[config.mk]
export PLATFORM = sky130hd
export DESIGN_NAME = bsoc_pressure
export DESIGN_NICKNAME = d
export VERILOG_FILES = /design/src/hdl/bsoc_pkg.sv /design/src/hdl/bsoc_pressure.sv
export SDC_FILE = /design/constraint.sdc
export NUM_CORES = 2
export LEC_CHECK = 0
export BUFFER_PORTS_ARGS = -buffer_cell sky130_fd_sc_hd__buf_2
export CORE_MARGIN = 2
export CORE_UTILIZATION = 39
export CTS_CLUSTER_DIAMETER = 30
export DETAILED_ROUTE_END_ITERATION = 16
export HOLD_SLACK_MARGIN = 0.1
export PLACE_DENSITY_LB_ADDON = 0.3
export SYNTH_ARGS = -nofsm -noshare
export SYNTH_HDL_FRONTEND = slang
export SYNTH_SLANG_ARGS = --single-unit
[constraint.sdc]
create_clock -name i_clk -period 8.6 [get_ports i_clk]
set_clock_uncertainty 0.15 [all_clocks]
set_input_delay 1.72 -clock i_clk [delete_from_list [all_inputs] [get_ports i_clk]]
set_output_delay 1.72 -clock i_clk [all_outputs]
set_load 0.05 [all_outputs]
[src/hdl/bsoc_pkg.sv]
// ----------------------------------------------------------------------------
// bsoc_pkg
// Shared widths, register indexes and stage payload types for the barometer
// second-order compensation core.
// ----------------------------------------------------------------------------
package bsoc_pkg;

    localparam int RAW_W   = 24;
    localparam int CAL_W   = 16;
    localparam int DT_W    = RAW_W + 1;
    localparam int TEMP_W  = 20;
    localparam int T2_W    = 17;
    localparam int OFF_W   = 42;
    localparam int SQ_W    = 38;
    localparam int OUT_W   = 32;
    localparam int IDX_W   = 3;

    localparam logic signed [TEMP_W-1:0] TEMP_LOW  = 20'sd2000;
    localparam logic signed [TEMP_W-1:0] TEMP_VLOW = -20'sd1500;

    typedef enum logic [IDX_W-1:0] {
        REG_SENS       = 3'd0,
        REG_OFF        = 3'd1,
        REG_SENS_TC    = 3'd2,
        REG_OFF_TC     = 3'd3,
        REG_REF_TEMP   = 3'd4,
        REG_TEMP_SLOPE = 3'd5
    } t_reg_idx;

    typedef struct packed {
        logic [CAL_W-1:0] sens;
        logic [CAL_W-1:0] off;
        logic [CAL_W-1:0] sens_tc;
        logic [CAL_W-1:0] off_tc;
        logic [CAL_W-1:0] ref_temp;
        logic [CAL_W-1:0] temp_slope;
    } t_cal;

    typedef struct packed {
        logic [RAW_W-1:0]         d1;
        logic signed [TEMP_W-1:0] temp;
        logic signed [OFF_W-1:0]  off;
        logic signed [OFF_W-1:0]  sens;
        logic [T2_W-1:0]          t2;
    } t_first;

    typedef struct packed {
        logic [RAW_W-1:0]         d1;
        logic signed [TEMP_W-1:0] temp;
        logic signed [OFF_W-1:0]  off;
        logic signed [OFF_W-1:0]  sens;
        logic                     low;
    } t_comp;

endpackage

[src/hdl/bsoc_pressure.sv]
// ----------------------------------------------------------------------------
// bsoc_pressure
// Two stages: D1 times SENS as two partial products, then the shifted sum,
// the offset and the final scaling to 32-bit results.
// ----------------------------------------------------------------------------
module bsoc_pressure
    import bsoc_pkg::*;
(
    input  logic                    i_clk,
    input  logic                    i_rst_n,
    input  logic                    i_valid,
    output logic                    o_ready,
    input  t_comp                   i_data,
    output logic                    o_valid,
    input  logic                    i_ready,
    output logic signed [OUT_W-1:0] o_temp,
    output logic signed [OUT_W-1:0] o_pressure,
    output logic                    o_low
);

    localparam int SPLIT   = 21;
    localparam int MH_W    = RAW_W + 1 + OFF_W - SPLIT;
    localparam int ML_W    = RAW_W + SPLIT;
    localparam int Q_W     = MH_W + 2;
    localparam int P_SHIFT = 15;

    logic                     r_vf, r_vg;
    logic                     en_f, en_g;

    logic signed [MH_W-1:0]   r_f_mh, n_f_mh;
    logic [ML_W-1:0]          r_f_ml, n_f_ml;
    logic signed [OFF_W-1:0]  r_f_off;
    logic signed [TEMP_W-1:0] r_f_temp;
    logic                     r_f_low;

    logic signed [Q_W-1:0]    n_g_q;
    logic signed [OUT_W-1:0]  r_g_temp, r_g_p;
    logic                     r_g_low;

    assign en_g       = !r_vg || i_ready;
    assign en_f       = !r_vf || en_g;
    assign o_ready    = en_f;
    assign o_valid    = r_vg;
    assign o_temp     = r_g_temp;
    assign o_pressure = r_g_p;
    assign o_low      = r_g_low;

    // the upper partial product is an exact multiple of 2^SPLIT
    always_comb begin
        n_f_mh = $signed({1'b0, i_data.d1}) * $signed(i_data.sens[OFF_W-1:SPLIT]);
        n_f_ml = i_data.d1 * i_data.sens[SPLIT-1:0];
    end

    always_comb begin
        n_g_q = Q_W'(r_f_mh)
              + Q_W'($signed({1'b0, r_f_ml[ML_W-1:SPLIT]}))
              - Q_W'(r_f_off);
    end

    always_ff @(posedge i_clk) begin
        if (!i_rst_n) begin
            r_vf <= 1'b0;
            r_vg <= 1'b0;
        end else begin
            if (en_f) r_vf <= i_valid;
            if (en_g) r_vg <= r_vf;
        end
    end

    always_ff @(posedge i_clk) begin
        if (en_f) begin
            r_f_mh   <= n_f_mh;
            r_f_ml   <= n_f_ml;
            r_f_off  <= i_data.off;
            r_f_temp <= i_data.temp;
            r_f_low  <= i_data.low;
        end
        if (en_g) begin
            r_g_temp <= OUT_W'(r_f_temp);
            r_g_p    <= n_g_q[P_SHIFT +: OUT_W];
            r_g_low  <= r_f_low;
        end
    end

endmodule

After elaboration in Yosys (flattened, before gate mapping). Index checks and enable logic that the tools add are counted.

Add/sub/neg operators: 2. Multiply operators: 2. Reduce and logical (&&, ||, !) cells: 4.

Operators with widths (count): adder 46 x 25 -> 47 bit (1); subtractor 47 x 42 -> 47 bit (1); multiplier 25 x 21 -> 46 bit (1); multiplier 24 x 21 -> 45 bit (1); logical NOT 1 bit (2); logical OR 1 bit (2).

Register bits: 209. Input bits: 133. Output and inout bits: 67.

Longest topological paths before layout.
Depth in word-level cells: 3. Gate-level depth with buffers: 27. Mapped depth without buffers: 25.

Worst setup path after synthesis. Ideal clock, no wire load.

Kind: in2reg. Start: input i_data[7] in the netlist's numbering. End: register r_f_ml[44], data pin. Library setup time: 0.261 ns. Data arrival time: 7.630 ns. Setup slack: 0.560 ns. Stages: 23. Path buffers: 1. Cells stage by stage: clkbuf_1 -> nand2_1 -> fa_1 -> inv_1 -> fa_1 -> inv_1 -> fa_1 -> inv_1 -> fa_1 -> fa_1 -> fa_1 -> inv_1 -> fa_1 -> inv_1 -> ha_1 -> o21a_1 -> a211oi_2 -> o32ai_1 -> a211oi_4 -> a21oi_4 -> a311o_1 -> a21oi_2 -> xor2_1.

Word-level cells in the longest chain between the ends: 1.

Ends and longest elaborated chain: start: declaration (line bsoc_pressure.sv:13) `input t_comp i_data,`; multiplier 24 x 21 -> 45 bit (line bsoc_pressure.sv:51) `n_f_ml = i_data.d1 * i_data.sens[SPLIT-1:0];`; net n_f_ml[44] (line bsoc_pressure.sv:31) `logic [ML_W-1:0] r_f_ml, n_f_ml;`; end signal: assignment (line bsoc_pressure.sv:73) `r_f_ml <= n_f_ml;`; end: declaration (line bsoc_pressure.sv:31).

The timed path passes the listed nets, and every way through them passes these cells. A chain may end at the register's enable or synchronous reset.

Worst setup path in the final report.
Start: input i_data[117] in the netlist's numbering. End: register r_f_ml[42], data pin.

Same word-level chain as after synthesis.

==> results_dict.tcl <==
set metrics [dict create \
    status "completed" \
    row_count 120 \
    cts_tree "done" \
    max-cap-violations 0 \
    overflow 0 \
    drive_gt1_share_pct 10.4 \
    tightestPinTransition_ns 1.13 \
    insertion_delay_ns 0.51 \
    syn_to_final_growth_pct 10.5 \
    start_util_pct 39.2 \
    endpoint_kind "register" \
    grt_setup_unrepaired "no" \
    core-area_sq_mm 0.107 \
    root_buffer "clkbuf_16" \
    cts_max_path_buffers 2 \
    r2r_setup_slack_ns 4.42 \
    async_reset_ff_share_pct 0 \
    setup_viol 0 \
    synth_ff_type "edfxtp_1" \
    post-route-drc-count 0 \
    worstPathRequired_ns 8.72 \
    wl_per_cell_um 17.5 \
    cts_buffers 17 \
    use_met3_pct 3.22 \
    htree_levels 4 \
    ys_ff_latch 188 \
    ys_warn_count 0 \
    cts_resized 0 \
    layout_worst_path_cycle_share_pct 95.1 \
    synth_cell_types 73 \
    max_freq_mhz 122 \
    vias_per_cell 4.85 \
    track_usage_pct 19.9 \
    routed_wl_um 105000 \
    cp.arrival_ns 8.29 \
    cts_hold_buffers 0 \
    hp-class "register to register" \
    startpoint_type "primary input" \
    fin_ws_ns 0.424 \
    ys_seq_area_share_pct 13.5 \
    vias 29228 \
    postCtsSetupBuffers 0 \
    place_ws_ns -0.112 \
    die_w_um 331 \
    drtPass1Iterations 5 \
    netlist_instances 4377 \
    report.final.slew_viol_count 0 \
    finalHoldViolations 0 \
    synth_nets 5766 \
    die_area_sq_mm 0.110 \
    portBuffers 199 \
    grt_pass1_wl_um 173000 \
    synth_area_per_cell_sq_um 9.55 \
    relSlewSlack_pct 24.5 \
    grt_pass1_vias 31303 \
    io_pins 200 \
    cts_sinks 188 \
    use_met1_pct 28.6 \
    synth_edf_count 186 \
    final.min_clock_period_ns 8.18 \
    grt_max_degree 68 \
    place_hpwl_um 89800 \
    antenna_found_initial 10 \
    crit_type "primary input to register" \
    busiest_layer "met2" \
    routabilityCongestion 0.865 \
    final_nets 5991 \
    die_h_um 331 \
    antenna_left 0 \
    first_iter_violations 1737 \
    synthesis.area_sq_mm 0.0418 \
    grt_use_met2_pct 31.8 \
    clk_pin_slew_worst_paths_ns 0.10 \
    critical_path.max_fanout 20 \
]
## final cells by class
cell class | count | area, sq um
flip-flops and latches | 188 | 5630
multi-input cells | 2906 | 31300
clock buffers | 17 | 425
fillers | 10388 | 60600
repair buffers | 412 | 2820
diodes | 6 | 15.0
clock inverters | 15 | 189
well taps | 1403 | 1760
inverters | 1077 | 4040
## critical path, cell delays in order
cell and delay, ns:
buf_2 0.45, buf_4 0.24, and2_1 0.15, fa_1 0.44, fa_1 0.51, inv_1 0.05, fa_1 0.47, inv_1 0.07
fa_1 0.51, fa_1 0.47, fa_1 0.51, inv_1 0.05, fa_1 0.47, inv_1 0.04, ha_1 0.31, a21oi_1 0.07
o21ai_1 0.18, a21oi_1 0.07, a211oi_2 0.42, a211oi_4 0.12, buf_4 0.18, a21oi_4 0.19, a31oi_1 0.18, o31ai_1 0.27
xnor2_1 0.09
## path summary, 6_finish.rpt
| kind | end | cells after the start | start |
|---|---|---|---|
| worst min-delay path | o_temp[19] | 0 | r_f_temp[19] |
| worst min register to register | o_temp[19] | 0 | r_f_temp[19] |
| worst max-delay path | r_f_ml[42] | 25 | i_data[117] |
| worst max register to register | o_pressure[26] | 13 | r_f_ml[36] |
## kinds of logic after synthesis
logic type / count (synthesis) / share of synthesized area [%]
buffers and inverters: 1283 / 11.6
adders and majority gates: 1256 / 52.9
and+or+nand+nor: 1230 / 14.6
AOI/OAI and AO/OA: 325 / 5.39
DFF: 188 / 13.5
xor gates and xnor gates: 94 / 1.97
muxes: 1 / 0.0269
## state kept, by name, summed over array words and instances (netlist names)
| name | flops |
|---|---|
| o_low | 1 |
| o_temp | 20 |
| r_f_off | 42 |
| o_valid | 1 |
| r_f_temp | 20 |
| r_vf | 1 |
| r_f_low | 1 |
| r_f_ml | 24 |
| o_pressure | 32 |
| r_f_mh | 46 |
## cell usage after synthesis, types with 18 or more instances
library cell  number  share of area, %
inv_1           1077               9.7
fa_1             853                41
nand2_1          573               5.1
and2_1           467               7.0
ha_1             403                12
clkbuf_1         192               1.7
edfxtp_1         186                13
a21oi_1           88               1.1
a21o_1            69               1.2
nor2_1            60              0.54
xnor2_1           57               1.2
o21ai_0           41              0.49
xor2_1            37              0.78
nor2b_1           29              0.43
nand3_1           20              0.24
nand2b_1          18              0.27
## layout by cell type (no fill, tap or decap), drive strengths merged, types with 61 or more instances in the layout
cell	Yosys	routed
inv	1077	1084
fa	853	853
nand2	573	573
and2	467	467
buf	14	412
ha	403	403
edfxtp	186	186
a21oi	93	93
a21o	69	69
nor2	61	61
## routing by layer
| layer | share of wire [%] | wire, um |
|---|---|---|
| met4 | 1.8 | 1920 |
| met5 | 0.030 | 32 |
| met2 | 45 | 47800 |
| met1 | 46 | 49000 |
| met3 | 6.3 | 6640 |
## metrics by stage
| step | hold WS [ns] | setup TNS [ns] | util, % | area, sq um | std cells |
|---|---|---|---|---|---|
| global route | 0.279 | 0 | 43.3 | 46200 | 6020 |
| floorplan | 0.250 | 0 | - | 41800 | 4377 |
| global placement | 0.251 | 0 | 42.7 | 45600 | 5986 |
| CTS | 0.275 | 0 | 43.3 | 46200 | 6018 |
| finish | 0.273 | 0 | 43.3 | 46200 | 6024 |
| detailed placement | 0.255 | -0.300 | 42.7 | 45600 | 5986 |
Power is left out: the tool's default activity adds up to more than one toggle a clock period on the data nets, which glitch-free logic cannot reach.
