## config.mk

```make
export PLATFORM = sky130hd
export DESIGN_NAME = bsoc_first_order
export DESIGN_NICKNAME = d
export VERILOG_FILES = /design/src/hdl/bsoc_pkg.sv /design/src/hdl/bsoc_first_order.sv
export SDC_FILE = /design/constraint.sdc
export NUM_CORES = 2
export LEC_CHECK = 0
export BUFFER_PORTS_ARGS = -buffer_cell sky130_fd_sc_hd__buf_2
export CORE_ASPECT_RATIO = 1.1
export CORE_MARGIN = 2
export CORE_UTILIZATION = 50
export CTS_CLUSTER_DIAMETER = 40
export DETAILED_ROUTE_END_ITERATION = 8
export HOLD_SLACK_MARGIN = 0.05
export MAX_ROUTING_LAYER = met4
export PLACE_DENSITY_LB_ADDON = 0.1
export SYNTH_ARGS = -nofsm -noshare
export SYNTH_HDL_FRONTEND = slang
export SYNTH_SLANG_ARGS = --single-unit
```

## constraint.sdc

```tcl
create_clock -name i_clk -period 7.9 [get_ports i_clk]
set_input_delay 1.185 -clock i_clk [delete_from_list [all_inputs] [get_ports i_clk]]
set_output_delay 1.185 -clock i_clk [all_outputs]
set_load 0.01 [all_outputs]
```

## src/hdl/bsoc_pkg.sv

```systemverilog
// ----------------------------------------------------------------------------
// bsoc_pkg
// Shared widths, register indexes and stage payload types for the barometer
// second-order compensation core.
// ----------------------------------------------------------------------------
package bsoc_pkg;

    localparam int RAW_W   = 24;
    localparam int CAL_W   = 16;
    localparam int DT_W    = RAW_W + 1;
    localparam int TEMP_W  = 20;
    localparam int T2_W    = 17;
    localparam int OFF_W   = 42;
    localparam int SQ_W    = 38;
    localparam int OUT_W   = 32;
    localparam int IDX_W   = 3;

    localparam logic signed [TEMP_W-1:0] TEMP_LOW  = 20'sd2000;
    localparam logic signed [TEMP_W-1:0] TEMP_VLOW = -20'sd1500;

    typedef enum logic [IDX_W-1:0] {
        REG_SENS       = 3'd0,
        REG_OFF        = 3'd1,
        REG_SENS_TC    = 3'd2,
        REG_OFF_TC     = 3'd3,
        REG_REF_TEMP   = 3'd4,
        REG_TEMP_SLOPE = 3'd5
    } t_reg_idx;

    typedef struct packed {
        logic [CAL_W-1:0] sens;
        logic [CAL_W-1:0] off;
        logic [CAL_W-1:0] sens_tc;
        logic [CAL_W-1:0] off_tc;
        logic [CAL_W-1:0] ref_temp;
        logic [CAL_W-1:0] temp_slope;
    } t_cal;

    typedef struct packed {
        logic [RAW_W-1:0]         d1;
        logic signed [TEMP_W-1:0] temp;
        logic signed [OFF_W-1:0]  off;
        logic signed [OFF_W-1:0]  sens;
        logic [T2_W-1:0]          t2;
    } t_first;

    typedef struct packed {
        logic [RAW_W-1:0]         d1;
        logic signed [TEMP_W-1:0] temp;
        logic signed [OFF_W-1:0]  off;
        logic signed [OFF_W-1:0]  sens;
        logic                     low;
    } t_comp;

endpackage

```

## src/hdl/bsoc_first_order.sv

```systemverilog
// ----------------------------------------------------------------------------
// bsoc_first_order
// Three stages: dT, the four dT products, then first-order TEMP, OFF, SENS
// and the T2 term.
// ----------------------------------------------------------------------------
module bsoc_first_order
    import bsoc_pkg::*;
(
    input  logic              i_clk,
    input  logic              i_rst_n,
    input  t_cal              i_cal,
    input  logic              i_valid,
    output logic              o_ready,
    input  logic [RAW_W-1:0]  i_d1,
    input  logic [RAW_W-1:0]  i_d2,
    output logic              o_valid,
    input  logic              i_ready,
    output t_first            o_data
);

    localparam int PW  = DT_W + CAL_W + 1;
    localparam int PDW = 2 * DT_W;

    logic                   r_va, r_vb, r_vc;
    logic                   en_a, en_b, en_c;

    logic [RAW_W-1:0]       r_a_d1;
    logic signed [DT_W-1:0] r_a_dt;
    logic signed [DT_W-1:0] n_a_dt;

    logic [RAW_W-1:0]       r_b_d1;
    logic signed [PW-1:0]   r_b_p6, r_b_p4, r_b_p3;
    logic signed [PDW-1:0]  r_b_pdd;
    logic signed [PW-1:0]   n_b_p6, n_b_p4, n_b_p3;
    logic signed [PDW-1:0]  n_b_pdd;

    t_first                 r_c;
    t_first                 n_c;

    assign en_c    = !r_vc || i_ready;
    assign en_b    = !r_vb || en_c;
    assign en_a    = !r_va || en_b;
    assign o_ready = en_a;
    assign o_valid = r_vc;
    assign o_data  = r_c;

    always_comb begin
        n_a_dt = $signed({1'b0, i_d2}) - $signed({1'b0, i_cal.ref_temp, 8'h00});
    end

    always_comb begin
        n_b_p6  = r_a_dt * $signed({1'b0, i_cal.temp_slope});
        n_b_p4  = r_a_dt * $signed({1'b0, i_cal.off_tc});
        n_b_p3  = r_a_dt * $signed({1'b0, i_cal.sens_tc});
        n_b_pdd = r_a_dt * r_a_dt;
    end

    // floor shifts are plain slices of the signed products
    always_comb begin
        n_c.d1   = r_b_d1;
        n_c.temp = TEMP_LOW + TEMP_W'($signed(r_b_p6[PW-1:23]));
        n_c.off  = OFF_W'($signed({1'b0, i_cal.off, 16'h0000}))
                 + OFF_W'($signed(r_b_p4[PW-1:7]));
        n_c.sens = OFF_W'($signed({1'b0, i_cal.sens, 15'h0000}))
                 + OFF_W'($signed(r_b_p3[PW-1:8]));
        n_c.t2   = r_b_pdd[31 +: T2_W];
    end

    always_ff @(posedge i_clk) begin
        if (!i_rst_n) begin
            r_va <= 1'b0;
            r_vb <= 1'b0;
            r_vc <= 1'b0;
        end else begin
            if (en_a) r_va <= i_valid;
            if (en_b) r_vb <= r_va;
            if (en_c) r_vc <= r_vb;
        end
    end

    always_ff @(posedge i_clk) begin
        if (en_a) begin
            r_a_d1 <= i_d1;
            r_a_dt <= n_a_dt;
        end
        if (en_b) begin
            r_b_d1  <= r_a_d1;
            r_b_p6  <= n_b_p6;
            r_b_p4  <= n_b_p4;
            r_b_p3  <= n_b_p3;
            r_b_pdd <= n_b_pdd;
        end
        if (en_c) begin
            r_c <= n_c;
        end
    end

endmodule

```

After elaboration in Yosys (flattened, before gate mapping)
Cells that the tools add are included.
{"block": "totals", "regBits": 395, "latchBits": 0, "mem_bits_rw": 0, "romBits": 0, "input_bits": 148, "output_inout_bits": 147, "elab_cells": 29, "memories": 0}
{"block": "classes", "addsub": 4, "n_mul": 4, "n_div": 0, "magnitude_cmp": 0, "eq_ne": 0, "n_shift": 0, "muxes": 0, "bitwise_logic": 0, "n_reduce_logical": 6}
{"cell": "$mul 25x17->42", "count": 3}
{"cell": "$mul 25x25->48", "count": 1}
{"cell": "$add 33x35->36", "count": 1}
{"cell": "$add 32x34->35", "count": 1}
{"cell": "$sub 24x24->25", "count": 1}
{"cell": "$add 12x19->20 const A", "count": 1}
{"cell": "$logic_not 1->1", "count": 3}
{"cell": "$logic_or 1x1->1", "count": 3}

Longest topological paths before layout
{"block": "depth", "depth_word": 4, "mapped_depth": 29, "mapped_depth_nobuf": 27}

Least setup slack after synthesis
No wires, ideal clock.
{"block": "synth_timing", "kind": "input to register", "start": "input port i_cal[5] in the netlist's numbering", "end": "register r_b_p6[38], data pin", "setup_time_ns": 0.254, "arrival_time_ns": 6.891, "t_required_ns": 7.646, "setup_slack_ns": 0.755, "cell_stages": 25, "n_path_buf": 2, "path_cell_list": "clkbuf_1 > clkbuf_1 > nand2_1 > fa_1 > inv_1 > fa_1 > inv_1 > fa_1 > inv_1 > fa_1 > inv_1 > fa_1 > inv_1 > fa_1 > ha_1 > a21o_1 > a21o_1 > a211oi_1 > or3_1 > and4_1 > a211oi_1 > o21ai_1 > nand2b_1 > a31o_2 > o21a_1"}
{"block": "synth_via", "elab_chain_cells": 1}
{"element": "from (decl)", "line": "bsoc_first_order.sv:11", "text": "input t_cal i_cal,"}
{"element": "$mul 25x17->42", "line": "bsoc_first_order.sv:52", "text": "n_b_p6 = r_a_dt * $signed({1'b0, i_cal.temp_slope});"}
{"element": "net n_b_p6[38]", "line": "bsoc_first_order.sv:34", "text": "logic signed [PW-1:0] n_b_p6, n_b_p4, n_b_p3;"}
{"element": "to (signal assigned)", "line": "bsoc_first_order.sv:88", "text": "r_b_p6 <= n_b_p6;"}
{"element": "to (decl)", "line": "bsoc_first_order.sv:32", "text": "logic signed [PW-1:0] r_b_p6, r_b_p4, r_b_p3;"}
The timed path passes the listed nets, and every way through them passes these cells.
A chain may end at the register's enable or synchronous reset.

Worst setup path in the final report
{"block": "layout_timing", "start": "register r_a_dt[20]", "end": "register r_b_pdd[47], data pin"}
{"block": "layout_via", "elab_chain_cells": 1}
{"element": "from (decl)", "line": "bsoc_first_order.sv:28", "text": "logic signed [DT_W-1:0] r_a_dt;"}
{"element": "from (signal assigned)", "line": "bsoc_first_order.sv:84", "text": "r_a_dt <= n_a_dt;"}
{"element": "$mul 25x25->48", "line": "bsoc_first_order.sv:55", "text": "n_b_pdd = r_a_dt * r_a_dt;"}
{"element": "net n_b_pdd[47]", "line": "bsoc_first_order.sv:35", "text": "logic signed [PDW-1:0] n_b_pdd;"}
{"element": "to (signal assigned)", "line": "bsoc_first_order.sv:91", "text": "r_b_pdd <= n_b_pdd;"}
{"element": "to (decl)", "line": "bsoc_first_order.sv:33", "text": "logic signed [PDW-1:0] r_b_pdd;"}
The timed path passes the listed nets, and every way through them passes these cells.

==> qor.yml <==
status: "complete, no violations"
cp_slowest_stage_delay_ps: 650
yosys_warnings: 0
path_class: "register to register"
yosys_most_used_dff: "edfxtp_1"
post_synth_xor_area_fraction_pct: 2.28
crit_slowest_cell: "edfxtp_1"
routed_wl_mm: 170
synth_top_cell_area_share_pct: 48.6
synth_top_family_by_area: "adder cells"
finalHoldViolCount: 0
synth_edf_count: 310
finalCriticalPeriod_ps: 7460
synthAdderAreaFrac_pct: 57.2
setup_viol: 0
cpMostUsedCell: "fa_1"
syn_avg_cell_area_um2: 9.94
synth.area.top_cells: "fa_1, edfxtp_1, inv_1"
antenna_found_initial: 16
synth_top_area_cell: "fa_1"
ant_nets: 0
tightest_slew_ps: 948
numCtsBuffers: 66
drc: 0
crit_arrival_ps: 7880
yosysSeqAreaShare_pct: 12.9
setup_tns_ps: 0
track_usage_pct: 25.2
multi_input_area_um2: 54200
required_ps: 8330
die_x_um: 367
register_area_um2: 9370
synthesis.nets: 9698
vias: 47200
clk_pin_slew_worst_paths_ps: 60
async_flop_share_pct: 0
rows: 146
clock_sinks: 313
synth_cell_types: 68
fin_crit_sh_pct: 94.4
clk_path_buf_depth: 3
cp_max_fo: 8
hold_depth: 0
syn_inst: 7291
synth-simple-area-share_pct: 12.0
num_io_pins: 295
grt_pass1_vias: 53300
grt_setup_unrepaired: "false"
dp.cells: 9364
grt_overflow: 0
synth_compound_area_share_pct: 3.26
vias_per_cell: 4.97
nets: 9918
slew_violations: 0
dieArea_um2: 148000
fillerInstances: 13000
io_buffers: 294
grt_max_degree: 72
crit_path_end_kind: "register"
mostFrequentLayoutCell: "inv_1"
core-area_um2: 144000
max_cap_viol_count: 0
cts_tree: "yes"
die_y_um: 403
dp_hpwl_mm: 141
relSlewSlack_pct: 36.8
area_growth_pct: 9.37
drive_above_1_share_pct: 8.16
gp_congestion: 0.870
synth.area.mux_share_pct: 0.0138
r2r_cells: 26
fin_skew_ps: 58.1
start_util_pct: 50.3
first_pass_iters: 8
hp-class: "register to register"
start_kind: "register"
synth_seq_cells: 313
wl_per_cell_um: 17.9
fmax_mhz: 134
drt_iter0_markers: 2370
cts-root-buf: "clkbuf_16"
h-tree-depth: 3
syn_area_um2: 72500
clk_latency_ps: 710
layout_common_cells: "inv_1, fa_1, nand2_1"
grt_pass1_wl_mm: 285
instances_no_fill: 9498
==> registers in the layout, indices dropped and copies added (netlist names) <==
| register | count |
|---|---|
| o_data | 132 |
| o_valid | 1 |
| r_a_d1 | 24 |
| r_a_dt | 25 |
| r_b_d1 | 24 |
| r_b_p3 | 34 |
| r_b_p4 | 35 |
| r_b_p6 | 19 |
| r_b_pdd | 17 |
| r_va | 1 |
| r_vb | 1 |
==> metrics by stage <==
stage,utilization (%),area [µm²],setup WS (ps),hold slack [ps]
6_report,55.1,79300,441,409
5_1_grt,55.1,79300,5.67,411
4_1_cts,55.0,79200,211,411
3_5_place_dp,53.3,76700,123,405
3_3_place_gp,53.3,76700,194,400
2_1_floorplan,-,72500,755,400
==> final timing paths <==
path	end	slack, ps	from
max	r_b_pdd[47]	440	r_a_dt[20]
min	r_b_d1[9]	410	r_a_d1[9]
max reg2reg	r_b_pdd[47]	440	r_a_dt[20]
min reg2reg	r_b_d1[9]	410	r_a_d1[9]
==> cell usage after synthesis, types with 5 or more instances <==
cell and count:
inv_1 2025, fa_1 1760, nand2_1 945, and2_1 589, ha_1 499, clkbuf_1 312
edfxtp_1 310, xnor2_1 133, nor2_1 114, a21oi_1 94, a21o_1 63, o21ai_0 56
xor2_1 56, nor2b_1 41, nand3_1 28, nor3_1 27, o21a_1 26, nand2b_1 20
a211oi_1 17, nand4_1 15, a31oi_1 14, and3_1 14, a21boi_0 13, buf_4 13
o211ai_1 9, o21bai_1 9, or2_2 7, and4_1 6, o2111ai_1 6, or3_1 6
o21ai_1 5
==> layer usage <==
| layer | GRT usage, % | part of all wire, % | vias up |
|---|---|---|---|
| met2 | 43.4 | 52 | 978 |
| met3 | 2.68 | 4.4 | 200 |
| met5 | - | 0 | - |
| met4 | 7.13 | 2.2 | 0 |
| li1 | - | - | 21500 |
| met1 | 31.7 | 42 | 24500 |
==> critical path: cells and delay by family, from the launching register on <==
family                     cells  cell delay (ps)
AOI/OAI and AO/OA              6             1110
xor gates and xnor gates       1              150
adders and majority gates      8             3820
buffers and inverters          8              930
DFF                            1              650
and+or+nand+nor                3              500
==> final cells by class <==
cell class	count	share of cell area, %
multi-input combinational	4624	68.4
tap	1924	3.04
antenna	12	0.0379
inverter	2025	9.60
clock buffer	71	2.11
sequential	313	11.8
clock inverter	48	0.950
timing repair buffer	481	4.01
==> logic make-up after synthesis <==
logic type / after synthesis
muxes: 1
and+or+nand+nor: 1820
buffers and inverters: 2354
AOI/OAI and AO/OA: 355
DFF: 313
adders and majority gates: 2259
xor gates and xnor gates: 189
==> repair_timing <==
item / CTS / global route
setup endpoints to repair: 0 / 3
buffers inserted: 0 / 3
gates resized for setup: 0 / 3
hold buffers: 0 / 0
Power is not shown: default switching activity piles up to over one toggle a cycle in this logic, so the estimate is an artifact.
