--- config.mk ---
export PLATFORM = sky130hd
export DESIGN_NAME = bsoc_second_order
export DESIGN_NICKNAME = d
export VERILOG_FILES = /design/src/hdl/bsoc_pkg.sv /design/src/hdl/bsoc_second_order.sv
export SDC_FILE = /design/constraint.sdc
export NUM_CORES = 2
export LEC_CHECK = 0
export BUFFER_PORTS_ARGS = -buffer_cell sky130_fd_sc_hd__buf_4
export CELL_PAD_IN_SITES_DETAIL_PLACEMENT = 0
export CELL_PAD_IN_SITES_GLOBAL_PLACEMENT = 1
export CORE_MARGIN = 3
export CORE_UTILIZATION = 51
export DETAILED_ROUTE_END_ITERATION = 8
export PLACE_DENSITY = 0.91
export SETUP_SLACK_MARGIN = 0.1
export SYNTH_ARGS = -nofsm -noshare
export SYNTH_HDL_FRONTEND = slang
export SYNTH_SLANG_ARGS = --single-unit
export TNS_END_PERCENT = 10
--- constraint.sdc ---
create_clock -name i_clk -period 14.1 [get_ports i_clk]
set_input_delay 2.82 -clock i_clk [delete_from_list [all_inputs] [get_ports i_clk]]
set_output_delay 2.82 -clock i_clk [all_outputs]
set_load 0.005 [all_outputs]
--- src/hdl/bsoc_pkg.sv ---
// ----------------------------------------------------------------------------
// bsoc_pkg
// Shared widths, register indexes and stage payload types for the barometer
// second-order compensation core.
// ----------------------------------------------------------------------------
package bsoc_pkg;

    localparam int RAW_W   = 24;
    localparam int CAL_W   = 16;
    localparam int DT_W    = RAW_W + 1;
    localparam int TEMP_W  = 20;
    localparam int T2_W    = 17;
    localparam int OFF_W   = 42;
    localparam int SQ_W    = 38;
    localparam int OUT_W   = 32;
    localparam int IDX_W   = 3;

    localparam logic signed [TEMP_W-1:0] TEMP_LOW  = 20'sd2000;
    localparam logic signed [TEMP_W-1:0] TEMP_VLOW = -20'sd1500;

    typedef enum logic [IDX_W-1:0] {
        REG_SENS       = 3'd0,
        REG_OFF        = 3'd1,
        REG_SENS_TC    = 3'd2,
        REG_OFF_TC     = 3'd3,
        REG_REF_TEMP   = 3'd4,
        REG_TEMP_SLOPE = 3'd5
    } t_reg_idx;

    typedef struct packed {
        logic [CAL_W-1:0] sens;
        logic [CAL_W-1:0] off;
        logic [CAL_W-1:0] sens_tc;
        logic [CAL_W-1:0] off_tc;
        logic [CAL_W-1:0] ref_temp;
        logic [CAL_W-1:0] temp_slope;
    } t_cal;

    typedef struct packed {
        logic [RAW_W-1:0]         d1;
        logic signed [TEMP_W-1:0] temp;
        logic signed [OFF_W-1:0]  off;
        logic signed [OFF_W-1:0]  sens;
        logic [T2_W-1:0]          t2;
    } t_first;

    typedef struct packed {
        logic [RAW_W-1:0]         d1;
        logic signed [TEMP_W-1:0] temp;
        logic signed [OFF_W-1:0]  off;
        logic signed [OFF_W-1:0]  sens;
        logic                     low;
    } t_comp;

endpackage

--- src/hdl/bsoc_second_order.sv ---
// ----------------------------------------------------------------------------
// bsoc_second_order
// Two stages: the squared temperature distances, then T2, OFF2 and SENS2
// applied below 20.00 degrees, with the extra terms below -15.00 degrees.
// ----------------------------------------------------------------------------
module bsoc_second_order
    import bsoc_pkg::*;
(
    input  logic   i_clk,
    input  logic   i_rst_n,
    input  logic   i_valid,
    output logic   o_ready,
    input  t_first i_data,
    output logic   o_valid,
    input  logic   i_ready,
    output t_comp  o_data
);

    localparam int SQF_W = 2 * TEMP_W;

    logic                     r_vd, r_ve;
    logic                     en_d, en_e;

    t_first                   r_d;
    logic [SQ_W-1:0]          r_d_hi, r_d_lo;
    logic                     r_d_low, r_d_vlow;
    logic signed [TEMP_W-1:0] n_d_hb, n_d_lb;
    logic signed [SQF_W-1:0]  n_d_hsq, n_d_lsq;

    logic [OFF_W-1:0]         n_e_hi, n_e_lo, n_e_off2, n_e_sens2;
    t_comp                    r_e;
    t_comp                    n_e;

    assign en_e    = !r_ve || i_ready;
    assign en_d    = !r_vd || en_e;
    assign o_ready = en_d;
    assign o_valid = r_ve;
    assign o_data  = r_e;

    always_comb begin
        n_d_hb  = i_data.temp - TEMP_LOW;
        n_d_lb  = i_data.temp - TEMP_VLOW;
        n_d_hsq = n_d_hb * n_d_hb;
        n_d_lsq = n_d_lb * n_d_lb;
    end

    // all terms are nonnegative, so the halvings truncate
    always_comb begin
        n_e_hi    = OFF_W'(r_d_hi);
        n_e_lo    = OFF_W'(r_d_lo);
        n_e_off2  = ((n_e_hi << 2) + n_e_hi) >> 1;
        n_e_sens2 = ((n_e_hi << 2) + n_e_hi) >> 2;
        if (r_d_vlow) begin
            n_e_off2  = n_e_off2 + (n_e_lo << 3) - n_e_lo;
            n_e_sens2 = n_e_sens2 + (((n_e_lo << 3) + (n_e_lo << 1) + n_e_lo) >> 1);
        end
        n_e.d1  = r_d.d1;
        n_e.low = r_d_low;
        if (r_d_low) begin
            n_e.temp = r_d.temp - $signed({{(TEMP_W-T2_W){1'b0}}, r_d.t2});
            n_e.off  = r_d.off - $signed(n_e_off2);
            n_e.sens = r_d.sens - $signed(n_e_sens2);
        end else begin
            n_e.temp = r_d.temp;
            n_e.off  = r_d.off;
            n_e.sens = r_d.sens;
        end
    end

    always_ff @(posedge i_clk) begin
        if (!i_rst_n) begin
            r_vd <= 1'b0;
            r_ve <= 1'b0;
        end else begin
            if (en_d) r_vd <= i_valid;
            if (en_e) r_ve <= r_vd;
        end
    end

    always_ff @(posedge i_clk) begin
        if (en_d) begin
            r_d      <= i_data;
            r_d_hi   <= n_d_hsq[SQ_W-1:0];
            r_d_lo   <= n_d_lsq[SQ_W-1:0];
            r_d_low  <= i_data.temp < TEMP_LOW;
            r_d_vlow <= i_data.temp < TEMP_VLOW;
        end
        if (en_e) begin
            r_e <= n_e;
        end
    end

endmodule

* Yosys cells after proc, flatten, opt, wreduce, memory -nomap -nowiden *
Index checks and enable logic that the tools add are counted.

cells by class
  add/sub/neg operators = 11
  multipliers = 2
  magnitude comparators = 2
  mux-type cells = 3
  reductions and logical operators = 4

operators by type and width
  kind                                                          number
  two-way mux 104 bit                                           1
  two-way mux 42 bit                                            2
  subtractor 42 bit                                             2
  multiplier 20 x 20 -> 38 bit                                  2
  adder 39 x 41 -> 42 bit                                       1
  adder 40 x 41 -> 42 bit                                       1
  adder 41 x 39 -> 42 bit                                       1
  adder 42 x 38 -> 42 bit                                       1
  subtractor 42 x 38 -> 42 bit                                  1
  adder 40 x 38 -> 41 bit                                       1
  less-than comparator 20 x 12 -> 1 bit, second input constant  2
  subtractor 20 x 12 -> 20 bit, second input constant           2
  subtractor 20 x 18 -> 20 bit                                  1
  zero test 1 bit                                               2
  logical OR 1 bit                                              2

word-level totals
  bits in registers = 354
  input port bits = 149
  word-level logic and storage cells = 38

* Depth between registers and ports, before layout *
  depth after elaboration = 6
  depth in mapped cells = 39

* Worst setup path after synthesis *
No wires, ideal clock.

  path kind = input port to flip-flop
  start point = in i_data[103] (netlist bit)
  end point = reg r_d_lo[37], data pin
  setup time = 260 ps
  data arrival time = 11276 ps
  path slack = 2564 ps
  stages on the path = 36
  cell sequence = buf_2 -> clkinv_1 -> clkbuf_1 -> ha_1 -> inv_1 -> a21o_1 -> o41ai_1 -> nand2b_1 -> nand2_1 -> xor2_1 -> inv_1 -> clkbuf_1 -> nand2_1 -> inv_1 -> fa_1 -> inv_1 -> fa_1 -> fa_1 -> inv_1 -> fa_1 -> inv_1 -> fa_1 -> inv_1 -> fa_1 -> fa_1 -> ha_1 -> nand3_1 -> or2_0 -> o31ai_1 -> a31oi_1 -> o31ai_1 -> nand4_1 -> a21oi_2 -> a211o_1 -> a21oi_1 -> xnor2_1

between the ends
  word-level cells in the longest chain between the ends = 2

RTL lines
  element                       line                     text
  start, declared               bsoc_second_order.sv:13  input t_first i_data,
  subtractor 20 x 12 -> 20 bit  bsoc_second_order.sv:42  n_d_lb = i_data.temp - TEMP_VLOW;
  multiplier 20 x 20 -> 38 bit  bsoc_second_order.sv:44  n_d_lsq = n_d_lb * n_d_lb;
  net n_d_lsq[37]               bsoc_second_order.sv:28  logic signed [SQF_W-1:0] n_d_hsq, n_d_lsq;
  end signal, assigned          bsoc_second_order.sv:84  r_d_lo <= n_d_lsq[SQ_W-1:0];
  end, declared                 bsoc_second_order.sv:25  logic [SQ_W-1:0] r_d_hi, r_d_lo;

The timed path passes the listed nets, and every way through them passes these cells.
A chain may end at the register's enable or synchronous reset.

* Worst setup path in the final report *
  start point = in i_data[105] (netlist bit)
  end point = reg r_d_lo[37], data pin

The elaborated chain is that of the path after synthesis.

==> impl_metrics.py <==
metrics = {
    "setup_path": {
        "worstSetupEndpointType": "register",
        "path_buf_inv": 8,
        "critical_path_arrival_ns": 12.43,
        "start_kind": "input pin",
        "path_class": "in -> reg",
        "critPathMaxFanout": 19,
        "r2r_setup_slack_ns": 4.98,
        "slowest_stage": "o31ai_1",
        "cp_top_family": "adder cells",
        "crit_required_ns": 14.44,
        "cpPeakStageDelay_ns": 0.62,
    },
    "drt": {
        "vias_per_cell": 5.50,
        "drcViolationCount": 0,
        "ant_nets": 0,
        "drt_iter0_markers": 2702,
        "routed-via-count": 38200,
        "post_drt_wl_per_cell_um": 19.5,
        "first_pass_iters": 5,
        "wl_um": 136000,
    },
    "layout": {
        "multi_input_area_um2": 37700,
        "stdcell_count": 6944,
        "diodes": 0,
        "fill_cells": 8763,
        "layout-drive-gt1-share": 0.0943,
        "final_util": 0.565,
        "seqCellArea_um2": 10500,
        "fin_nets": 6982,
        "area_growth_syn_to_layout_pct": 9.76,
    },
    "clock_network": {
        "clkSlewWorstSetupHoldPaths_ns": 0.06,
        "h-tree-depth": 2,
        "post_cts_buffers": 0,
        "cts.path.max_buffers": 3,
        "cts_tree": "yes",
        "cts_sinks": 349,
        "clk_latency_ns": 0.63,
        "hold_buffers": 0,
        "cts_resized": 0,
        "cts-root-buf": "clkbuf_16",
        "cts_buffers": 44,
    },
    "floorplanning": {
        "die_w_um": 327,
        "initial_core_util": 0.515,
        "row_count": 117,
        "die_h_um": 327,
        "ios": 280,
        "core-area_um2": 102000,
        "dieArea_um2": 107000,
    },
    "grt": {
        "grt_max_degree": 82,
        "antenna_found_initial": 2,
        "grt_overflow_total": 0,
        "grt_pass1_vias": 40600,
        "track_usage": 0.258,
        "grt_pass1_wl_um": 218000,
    },
    "timing": {
        "finalHoldViolCount": 0,
        "grt_setup_unrepaired": "no",
        "fin_setup_tns_ns": 0,
        "setup_viol": 0,
        "post-route-period-util": 0.857,
        "setup_ws_ns": 2.01,
        "finalCriticalPeriod_ns": 12.09,
        "report.final.slew_viol_count": 0,
        "worstMarginPinSlew_ns": 1.09,
        "maxSlewHeadroom": 0.276,
        "timing.fmax_mhz": 82.7,
        "fin_worst_skew_ns": 0.0312,
    },
    "synth": {
        "synthArstFlopShare": 0,
        "avgSynthCellArea_um2": 9.93,
        "synth.top_cells.by_area": "fa_1 (31%), edfxtp_1 (20%), ha_1 (11%), inv_1 (7.6%), xnor2_1 (4.3%)",
        "synth-main-ff-cell": "edfxtp_1",
        "synthDistinctLibCells": 92,
        "yosys.area.top_type": "fa_1",
        "netlist_area_um2": 52500,
        "synth_edf_count": 347,
        "yosysSeqAreaShare": 0.199,
        "yosys_warnings": 0,
        "synth_top_area_share": 0.311,
        "synthCells": 5289,
        "ys_ff_latch": 349,
    },
    "placement": {
        "dp.cells": 6873,
        "port_buffers": 279,
        "dpl_worst_slack_ns": 1.41,
        "gp_congestion": 0.965,
        "hpwlAfterDp_um": 112000,
    },
    "status": {
        "outcome": "finished, final reports clean",
    },
    "job": {
        "maxCapViolCount": 0,
    },
    "hold_path": {
        "hp-class": "reg -> reg",
    },
}
==> flip-flops by register name, indices dropped and copies added, names as in the netlist <==
name	cells
r_d_hi	36
r_vd	1
o_valid	1
r_d	121
r_d_vlow	1
r_d_lo	35
n_e	24
r_d_low	1
o_data	129
==> cell usage after synthesis, types with 7 or more instances <==
| library cell | n |
|---|---|
| or3_1 | 16 |
| a21o_1 | 156 |
| and2_1 | 96 |
| a21oi_1 | 345 |
| and4_1 | 8 |
| fa_1 | 817 |
| a31o_2 | 7 |
| o21ai_1 | 10 |
| a211o_1 | 11 |
| o21a_1 | 57 |
| nor3b_1 | 9 |
| nand2b_1 | 41 |
| and3_1 | 33 |
| a211oi_1 | 30 |
| clkbuf_1 | 97 |
| xnor2_1 | 259 |
| edfxtp_1 | 347 |
| nor2_1 | 291 |
| xor2_1 | 100 |
| inv_1 | 1066 |
| nand3_1 | 68 |
| ha_1 | 465 |
| nor2b_1 | 38 |
| a21boi_0 | 13 |
| o31ai_1 | 20 |
| o21ai_0 | 124 |
| nor4_1 | 9 |
| nand2_1 | 345 |
| nor3_1 | 58 |
| mux2_2 | 76 |
| clkinv_1 | 9 |
| o211ai_1 | 11 |
| o2111ai_1 | 7 |
| o21bai_1 | 52 |
| a31oi_1 | 24 |
| nand4_1 | 21 |
| mux2i_1 | 13 |
| or2_2 | 12 |
==> area by class of cell <==
type / count / area share
timing repair buffer: 321 / 0.0418
clock inverter: 24 / 0.00382
clock buffer: 47 / 0.0193
multi-input combinational: 3758 / 0.654
sequential: 349 / 0.181
inverter: 1077 / 0.0702
tap: 1368 / 0.0297
==> per-layer routing <==
metal / track usage / share of wire / wire length [um]
met5: 0 / 0 / 0
met2: 0.437 / 0.48 / 64600
met4: 0.0738 / 0.032 / 4310
met1: 0.344 / 0.42 / 57200
met3: 0.0395 / 0.070 / 9540
==> stage by stage <==
step	hold WS [ns]	cell area, um^2
floorplan	0.400	52500
global placement	0.401	56300
detailed placement	0.406	56300
CTS	0.428	57600
global route	0.428	57600
finish	0.423	57600
==> worst paths after layout <==
path / from / cells past startpoint / endpoint
max: i_data[105] / 33 / r_d_lo[37]
min: n_e[115] / 0 / o_data[115]
max reg2reg: r_d_hi[2] / 36 / o_data[41]
min reg2reg: n_e[115] / 0 / o_data[115]
==> cell families after synthesis <==
kind of cell               count (synthesis)  synth area share
adders and majority gates               1282             0.422
xor gates and xnor gates                 360            0.0602
and+or+nand+nor                         1063            0.0945
muxes                                     89            0.0188
other                                      2          0.000143
buffers and inverters                   1183            0.0847
AOI/OAI and AO/OA                        961             0.120
DFF                                      349             0.199
==> placed cells by master, fill, tap and decap left out, types with 44 or more instances in the layout <==
cell and instances:
nor2_1 291, clkbuf_16 44, mux2_2 76, xnor2_1 253, a21oi_1 345, nand3_1 68, nand2_1 344, xor2_1 98
buf_4 321, fa_1 817, nor3_1 58, a21o_1 156, inv_1 1064, ha_1 465, o21ai_0 124, and2_1 96
edfxtp_1 347, o21a_1 57, o21bai_1 52
Power is not shown: default switching activity piles up to over one toggle a cycle in this logic, so the estimate is an artifact.
